===== src/hw/rtl/kst_pkg.sv =====
package kst_pkg;

    localparam int MaxVertices = 16;
    localparam int MaxEdges    = 64;
    localparam int VtxW        = 4;
    localparam int WeightW     = 16;
    localparam int TotalW      = 20;
    localparam int CountW      = 7;
    localparam int MaxResults  = 15;
    localparam int ResCntW     = 4;
    localparam int StepW       = 5;

    typedef struct packed {
        logic [VtxW-1:0]           src;
        logic [VtxW-1:0]           dst;
        logic signed [WeightW-1:0] weight;
    } edge_t;

    typedef struct packed {
        logic ins;
        logic pop;
    } cell_ctl_t;

    typedef struct packed {
        logic [VtxW-1:0]           src;
        logic [VtxW-1:0]           dst;
        logic signed [WeightW-1:0] weight;
        logic                      edge_valid;
        logic signed [TotalW-1:0]  total;
        logic                      last;
    } result_t;

endpackage


===== src/hw/rtl/kst_link_table.sv =====
module kst_link_table (
    input  logic                      aclk,
    input  logic                      aresetn,
    input  logic                      clr,
    input  logic                      we,
    input  logic [kst_pkg::VtxW-1:0]  wr_addr,
    input  logic [kst_pkg::VtxW-1:0]  wr_data,
    input  logic [kst_pkg::VtxW-1:0]  rd_addr,
    output logic [kst_pkg::VtxW-1:0]  rd_data
);

    logic [kst_pkg::VtxW-1:0] link_reg [kst_pkg::MaxVertices];

    assign rd_data = link_reg[rd_addr];

    always_ff @(posedge aclk) begin
        if (!aresetn || clr) begin
            for (int i = 0; i < kst_pkg::MaxVertices; i++) begin
                link_reg[i] <= kst_pkg::VtxW'(i);
            end
        end else if (we) begin
            link_reg[wr_addr] <= wr_data;
        end
    end

endmodule


===== config.mk =====
export PLATFORM = sky130hd
export DESIGN_NAME = kst_link_table
export DESIGN_NICKNAME = d
export VERILOG_FILES = /design/src/hw/rtl/kst_pkg.sv /design/src/hw/rtl/kst_link_table.sv
export SDC_FILE = /design/constraint.sdc
export NUM_CORES = 1
export LEC_CHECK = 0
export ABC_AREA = 1
export BUFFER_PORTS_ARGS = -buffer_cell sky130_fd_sc_hd__clkbuf_2
export CAP_MARGIN = 20
export CORE_MARGIN = 2
export CORE_UTILIZATION = 68
export CTS_BUF_LIST = sky130_fd_sc_hd__clkbuf_4 sky130_fd_sc_hd__clkbuf_8
export DETAILED_ROUTE_END_ITERATION = 8
export PLACE_DENSITY = 0.88
export SKIP_CTS_REPAIR_TIMING = 1
export SLEW_MARGIN = 20
export SYNTH_ARGS = -nofsm -noshare
export SYNTH_HDL_FRONTEND = slang
export SYNTH_SLANG_ARGS = --single-unit

===== constraint.sdc =====
create_clock -name aclk -period 3.5 [get_ports aclk]
set_input_delay 0.35 -clock aclk [delete_from_list [all_inputs] [get_ports aclk]]
set_output_delay 0.35 -clock aclk [all_outputs]
set_load 0.005 [all_outputs]

==> metrics <==
status finished clean; LEAKAGE around 1.7 nW; HP Class primary input to flop; root buf cell clkbuf_8; Pwr Total 1.61 mW; largest net degree at the start of global routing 34; Bufs on Longest Clock Path 2; clock sink count 64; vias per std cell approximately 5.7; gpl congestion 0.912; CP dominant cell by count nand3_1; worst slew pin tran 0.910 ns; Peak VDD IR 0.399 mV; Final TNS setup 0 ns; WP data required ~3.2 ns; register area share after synthesis around three fifths; Worst Setup Start Kind primary input; Critical-path top delay cell inv_1; sw frac a little over a quarter; RSZ-0062 raised after global routing false; Setup crit end rd_data[2]; largest cells by area after synthesis edfxtp_1, nand2_1, inv_1; part of the power in registers 55.4%; ys flop type edfxtp_1; Port Buffers 19; ANT cells 0; Post-synth top cells nand2_1, inv_1, edfxtp_1, nand3_1, nor2_1; net switching power around 0.44 mW; Cells after Synth 391; Chip Width 73.6 um; Post-synth EDFFs 64; min cycle time layout 2.53 ns; dpl cell area between 3000 and 4000 sq um; Hold WS 0.407 ns; Synth Cell Area 3290 sq um; WL final 7150 um; initial DRC count 288; Crit Path Max Fanout 33; Synth area leader edfxtp_1; cell area after layout 3560 sq um; GRT Residual Overflow 0; CTS Buf Count 9; Critical Path Max Stage Delay 0.81 ns; Yosys cell types 13; max-cap violations 0; vias in the first global route around 2500; core area between 4000 and 5000 sq um; Layout Cells excl Fill 464; Final Hold Fails 0; Synth Register Bits 64; share of layout cells above drive strength 1 11.0%; Worst Setup SP rd_addr[0]; All-Layer GR Usage roughly 29%; # nets final 421; Clock Power Share 35.0%; Mean Syn Cell Area 8.42 sq um; CP Capture Type output pin; Int Pwr 1.18 mW; ys async rst share 0%; WS Path Type primary input to output pin; YS warnings 0; first-pass GRT wire length 11200 um; die area 5410 sq um; PD cells 454 nW/um^2; share of total power in combinational logic roughly a tenth; Placed Instances 448; Area growth, synth to finish 8.14%; Setup-failing EPs final 0; Yosys top cell area share 58.4%; Placement Rows 25; clock slew at reported path FFs 0.08 ns; die height 73.6 um; Cell Chain, Critical Path clkbuf_2 -> inv_1 -> nand2_1 -> nand3_1 -> nand3_1 -> nand3_1 -> nand2_1 -> clkbuf_2; WL/cell roughly 15 um; initial cell density of the core 70.1%; worst endpoint data arrival time approximately 2.2 ns; initial antenna violation count 0; most frequent cell after synthesis nand2_1; TritonCTS clock tree done; DRC violations left 0; Syn Nets approximately 410; detailed placer's ending HPWL 4800 um; f_max 0.395 GHz; htree depth 3; post-route ant nets 0; Slew HR 39.3%; max reg flops between 60 and 70; Hold Crit Start wr_addr[1]; crit share post-route 72.4%; routed via count 2635; DRT Pass-1 Iters 5; I/O pin count 20; max-slew violation count 0
[per-layer routing]
metal / GRT usage (%) / wire [um]
met1: 33.6 / 2650
met2: 49.2 / 3590
met3: 7.13 / 656
met4: 16.2 / 257
met5: 0 / 0
[placed cells by master (no fill, tap or decap)]
| cell type | instances |
|---|---|
| o21ai_0 | 1 |
| nor2_1 | 35 |
| clkinv_2 | 2 |
| edfxtp_1 | 64 |
| nor2_2 | 1 |
| clkinv_4 | 1 |
| clkbuf_8 | 9 |
| nand3_1 | 52 |
| nand2_4 | 1 |
| nor2_4 | 1 |
| clkinvlp_4 | 4 |
| inv_1 | 70 |
| clkbuf_2 | 19 |
| nand2_1 | 143 |
| inv_2 | 3 |
| nor3_4 | 4 |
[final cells by class]
cell class	instances	area, sq um
inverters	73	274
repair buffers	19	95.1
clock inverters	7	48.8
fillers	351	1130
multi-input cells	238	1030
well taps	54	67.6
clock buffers	9	124
flip-flops and latches	64	1920
[worst max-delay path, delay by kind of cell]
family | cells | cell delay [ns]
simple gates | 5 | 0.54
buf+inv | 3 | 1.27
[stage by stage]
step	setup WS (ns)	utilization (%)
floorplan	1.88	-
global placement	1.09	72.2
global route	0.782	75.8
CTS	1.00	75.8
finish	0.967	75.8
detailed placement	1.00	72.2
[cell families after synthesis]
logic type	count (synthesis)	synth area share, %
and+or+nand+nor	237	31.1
buffers and inverters	89	10.4
DFF	64	58.4
AOI/OAI and AO/OA	1	0.152
[power by group through the flow]
stage / Sequential, mW / Combinational [mW] / Clock (mW)
floorplan: 0.906 / 0.107 / 0
global placement: 0.909 / 0.150 / 0
detailed placement: 0.911 / 0.153 / 0
CTS: 0.894 / 0.155 / 0.555
global route: 0.897 / 0.174 / 0.588
finish: 0.894 / 0.156 / 0.565
[how the worst min path moves through the flow]
stage,end,slack (ns),cells past startpoint
final,link_reg[1][0],0.41,3
after global routing,link_reg[1][0],0.42,3
after CTS,link_reg[2][1],0.41,3
after detailed placement,link_reg[1][0],0.77,3
after global placement,link_reg[2][1],0.75,3
after floorplan,link_reg[2][1],0.54,2
No activity file was read; power rests on OpenSTA's default activity.
