--- config.mk ---
export PLATFORM = sky130hd
export DESIGN_NAME = kst_sort_cell
export DESIGN_NICKNAME = d
export VERILOG_FILES = /design/src/hw/rtl/kst_pkg.sv /design/src/hw/rtl/kst_sort_cell.sv
export SDC_FILE = /design/constraint.sdc
export NUM_CORES = 1
export LEC_CHECK = 0
export BUFFER_PORTS_ARGS = -buffer_cell sky130_fd_sc_hd__buf_4
export CORE_UTILIZATION = 34
export DETAILED_ROUTE_END_ITERATION = 10
export PLACE_DENSITY = 0.66
export SLEW_MARGIN = 0
export SYNTH_ARGS = -nofsm -noshare
export SYNTH_HDL_FRONTEND = slang
export SYNTH_SLANG_ARGS = --single-unit
export TNS_END_PERCENT = 30
--- constraint.sdc ---
create_clock -name aclk -period 7.9 [get_ports aclk]
set_clock_uncertainty 0.1 [all_clocks]
set_input_delay 0.79 -clock aclk [delete_from_list [all_inputs] [get_ports aclk]]
set_output_delay 0.79 -clock aclk [all_outputs]
set_load 0.005 [all_outputs]
--- src/hw/rtl/kst_pkg.sv ---
package kst_pkg;

    localparam int MaxVertices = 16;
    localparam int MaxEdges    = 64;
    localparam int VtxW        = 4;
    localparam int WeightW     = 16;
    localparam int TotalW      = 20;
    localparam int CountW      = 7;
    localparam int MaxResults  = 15;
    localparam int ResCntW     = 4;
    localparam int StepW       = 5;

    typedef struct packed {
        logic [VtxW-1:0]           src;
        logic [VtxW-1:0]           dst;
        logic signed [WeightW-1:0] weight;
    } edge_t;

    typedef struct packed {
        logic ins;
        logic pop;
    } cell_ctl_t;

    typedef struct packed {
        logic [VtxW-1:0]           src;
        logic [VtxW-1:0]           dst;
        logic signed [WeightW-1:0] weight;
        logic                      edge_valid;
        logic signed [TotalW-1:0]  total;
        logic                      last;
    } result_t;

endpackage

--- src/hw/rtl/kst_sort_cell.sv ---
module kst_sort_cell (
    input  logic               aclk,
    input  logic               aresetn,
    input  kst_pkg::cell_ctl_t ctl,
    input  kst_pkg::edge_t     new_edge,
    input  logic               left_keep,
    input  logic               left_valid,
    input  kst_pkg::edge_t     left_edge,
    input  logic               right_valid,
    input  kst_pkg::edge_t     right_edge,
    output logic               keep,
    output logic               valid,
    output kst_pkg::edge_t     edge_q
);

    logic           valid_reg;
    logic           valid_next;
    kst_pkg::edge_t edge_reg;
    kst_pkg::edge_t edge_next;

    // stays put when holding an edge not heavier than the new one (ties keep arrival order)
    assign keep   = valid_reg && (edge_reg.weight <= new_edge.weight);
    assign valid  = valid_reg;
    assign edge_q = edge_reg;

    always_comb begin
        valid_next = valid_reg;
        edge_next  = edge_reg;
        if (ctl.pop) begin
            valid_next = right_valid;
            edge_next  = right_edge;
        end else if (ctl.ins && !keep) begin
            if (left_keep) begin
                valid_next = 1'b1;
                edge_next  = new_edge;
            end else begin
                valid_next = left_valid;
                edge_next  = left_edge;
            end
        end
    end

    always_ff @(posedge aclk) begin
        if (!aresetn) begin
            valid_reg <= 1'b0;
        end else begin
            valid_reg <= valid_next;
        end
        edge_reg <= edge_next;
    end

endmodule

==> results.yml <==
run_status:
  status: "complete, no violations"
clock_tree:
  root_buffer: "clkbuf_8"
  cts_tree: "done"
  clockBufferDepth: 2
  clk_pin_slew_ns: 0.09
  post_cts_buffers: 0
  htree_levels: 1
  clk-insertion-delay-late_ns: 0.26
  cts_sinks: 25
  cts_made_buffers: 3
  cts_resized: 0
  postCtsHoldBufs: 0
sta:
  finalHoldViolations: 0
  min_period_ns: 3.28
  tightest_slew_ns: 1.08
  maxSlewHeadroom_pct: 28.1
  slew_viol_final: 0
  rsz0062_at_grt: "false"
  finalSetupTns_ns: 0
  fin_crit_sh_pct: 41.5
  fmax_ghz: 0.305
  setup_viol: 0
worst_hold_path:
  min_delay_path_depth: 2
  hold_path.class: "reg -> reg"
  min_to: "valid"
  min_from: "valid"
layout:
  n_antenna_cell: 0
  drive_gt1_share_pct: 40.2
  nNetsFinal: 367
  stdcell_area_um2: 2570
  multiInputGateArea_um2: 861
  largest_reg_flops: 24
  syn_to_final_growth_pct: 51.7
  nFillCells: 495
  seq_area_um2: 741
critical_path:
  r2r_cells: 6
  cp-start-kind: "primary input"
  ff2ff_setup_slack_ns: 4.85
  r2r-end: "edge_q[2]"
  path_class: "in -> reg"
  crit_chain: "buf_4, inv_1, ha_1, nand4_1, nor4_1, a21boi_0, or4_4, a41o_1"
  crit_required_ns: 7.69
  slowest_stage: "a41o_1"
  r2r_start: "edge_q[14]"
  critPathMaxStageDelay_ns: 0.89
  endpoint_kind: "flop"
  cp_max_fo: 24
  critPathArrivalTime_ns: 3.07
synth:
  yosysTopAreaCellShare_pct: 42.4
  ys_warn_count: 0
  netlist_instances: 171
  ys_types: 28
  syn_area_um2: 1700
  synth_ff_type: "edfxtp_1"
  synth_area_leaders: "edfxtp_1 42%, mux2i_1 14%, ha_1 12%"
  ys_seq_area_share_pct: 43.6
  async_flop_share_pct: 0
  yosys.area.top_type: "edfxtp_1"
  syn_area_per_cell_um2: 9.93
  synth_nets: 266
  ys_seq_elements: 25
  synth_edf_count: 24
drt:
  drt_iter0_markers: 42
  antenna_left: 0
  vias_per_cell: 4.70
  routedWlPerCell_um: 12.7
  vias: 1589
  drt-total-wl_um: 4280
  drc_errors: 0
  firstDrtPassIters: 4
pwr:
  power_density_nw_per_um2: 137
  p_leak_nw: 1.30
  ir_drop_mv: 0.0688
floorplan:
  rows: 25
  io_pins: 105
  die_y_um: 72.7
  die-area_um2: 5280
  die_x_um: 72.7
  initial_core_util_pct: 35.7
  core-area_um2: 4750
global_route:
  antenna_found_initial: 0
  grt_pass1_wl_um: 6700
  grt_max_degree: 51
  grt_overflow: 0
  first_global_vias: 1540
  gr-usage-all-layers_pct: 16.3
placed_design:
  port_buffers: 104
  dpl.hpwl_um: 3310
  dpl_cell_area_um2: 2530
  routabilityCongestion: 0.675
flow_run:
  maxCapViolations: 0
layout make-up:
class	count	area share (%)
Multi-Input combinational cell	121	33.4
Inverter	17	2.48
Clock buffer	4	1.75
Sequential cell	25	28.8
Timing Repair Buffer	104	30.3
Tap cell	67	3.26
power breakdown:
| group | switching (W) | internal [W] | total, W |
|---|---|---|---|
| logic | 0.0000447 | 0.0000628 | 0.000108 |
| clock network | 0.0000396 | 0.0000360 | 0.0000757 |
| registers | 0.00000666 | 0.000163 | 0.000169 |
| total | 0.0000910 | 0.000262 | 0.000353 |
critical path: cells and delay by family:
kind	cells	cell delay [ns]
AO/OA/AOI/OAI	2	1.15
adder cells (fa/ha/maj)	1	0.30
AND/OR/NAND/NOR	3	0.69
buffers and inverters	2	0.13
cell usage after synthesis, drive strengths merged (2+ instances only):
master	number
a21o	2
a21oi	3
and3	2
buf	2
clkbuf	6
edfxtp	24
ha	16
inv	17
mux2i	24
nand2	28
nand4	4
nor2	2
o21ai	26
worst max path at each step:
stage                            start  slack [ns]  cells past startpoint         end
after floorplan           new_edge[14]        4.88                      7   edge_q[0]
after global placement    new_edge[15]        4.41                      8  edge_q[23]
after detailed placement  new_edge[15]        4.30                      8  edge_q[16]
after CTS                 new_edge[15]        4.59                      8  edge_q[23]
after global routing      new_edge[15]        4.44                      8  edge_q[12]
final                     new_edge[15]        4.62                      8   edge_q[2]
metrics by stage:
stage                     setup slack [ns]  cells  total power, W  hold slack, ns  utilization [%]
final                                 4.62    338        0.000353           0.546             54.2
after global routing                  4.44    338        0.000376           0.602             54.2
after CTS                             4.59    338        0.000359           0.527             54.2
after detailed placement              4.30    334        0.000282           0.509             53.2
after global placement                4.41    334        0.000280           0.524             53.2
after floorplan                       4.88    171        0.000218           0.467                -
cells in the final DEF (no fill, tap or decap), drive strengths merged, types with 2 or more instances in the layout:
cell	Yosys	layout
nand2	28	28
a21oi	3	3
a21o	2	2
ha	16	16
nand4	4	4
mux2i	24	24
nor2	2	2
buf	2	104
o21ai	26	26
inv	17	17
and3	2	2
edfxtp	24	24
clkbuf	6	4
routing by layer:
metal | vias to the layer above | track usage (%) | routed length, um
met3 | 6 | 3.87 | 320
met4 | 0 | 3.70 | 22
li1 | 817 | - | -
met5 | - | 0 | 0
met2 | 64 | 29.2 | 2120
met1 | 702 | 19.9 | 1820
cells by family (layout without fill, tap and decap cells):
group,count (synthesis),after routing,synth area share (%)
AO/OA/AOI/OAI,38,38,13.0
adder cells (fa/ha/maj),16,16,11.8
buffers and inverters,25,125,5.67
flip-flops,25,25,43.6
multiplexers,24,24,14.1
AND/OR/NAND/NOR,43,43,11.8
(Power assumes the default switching activity.)
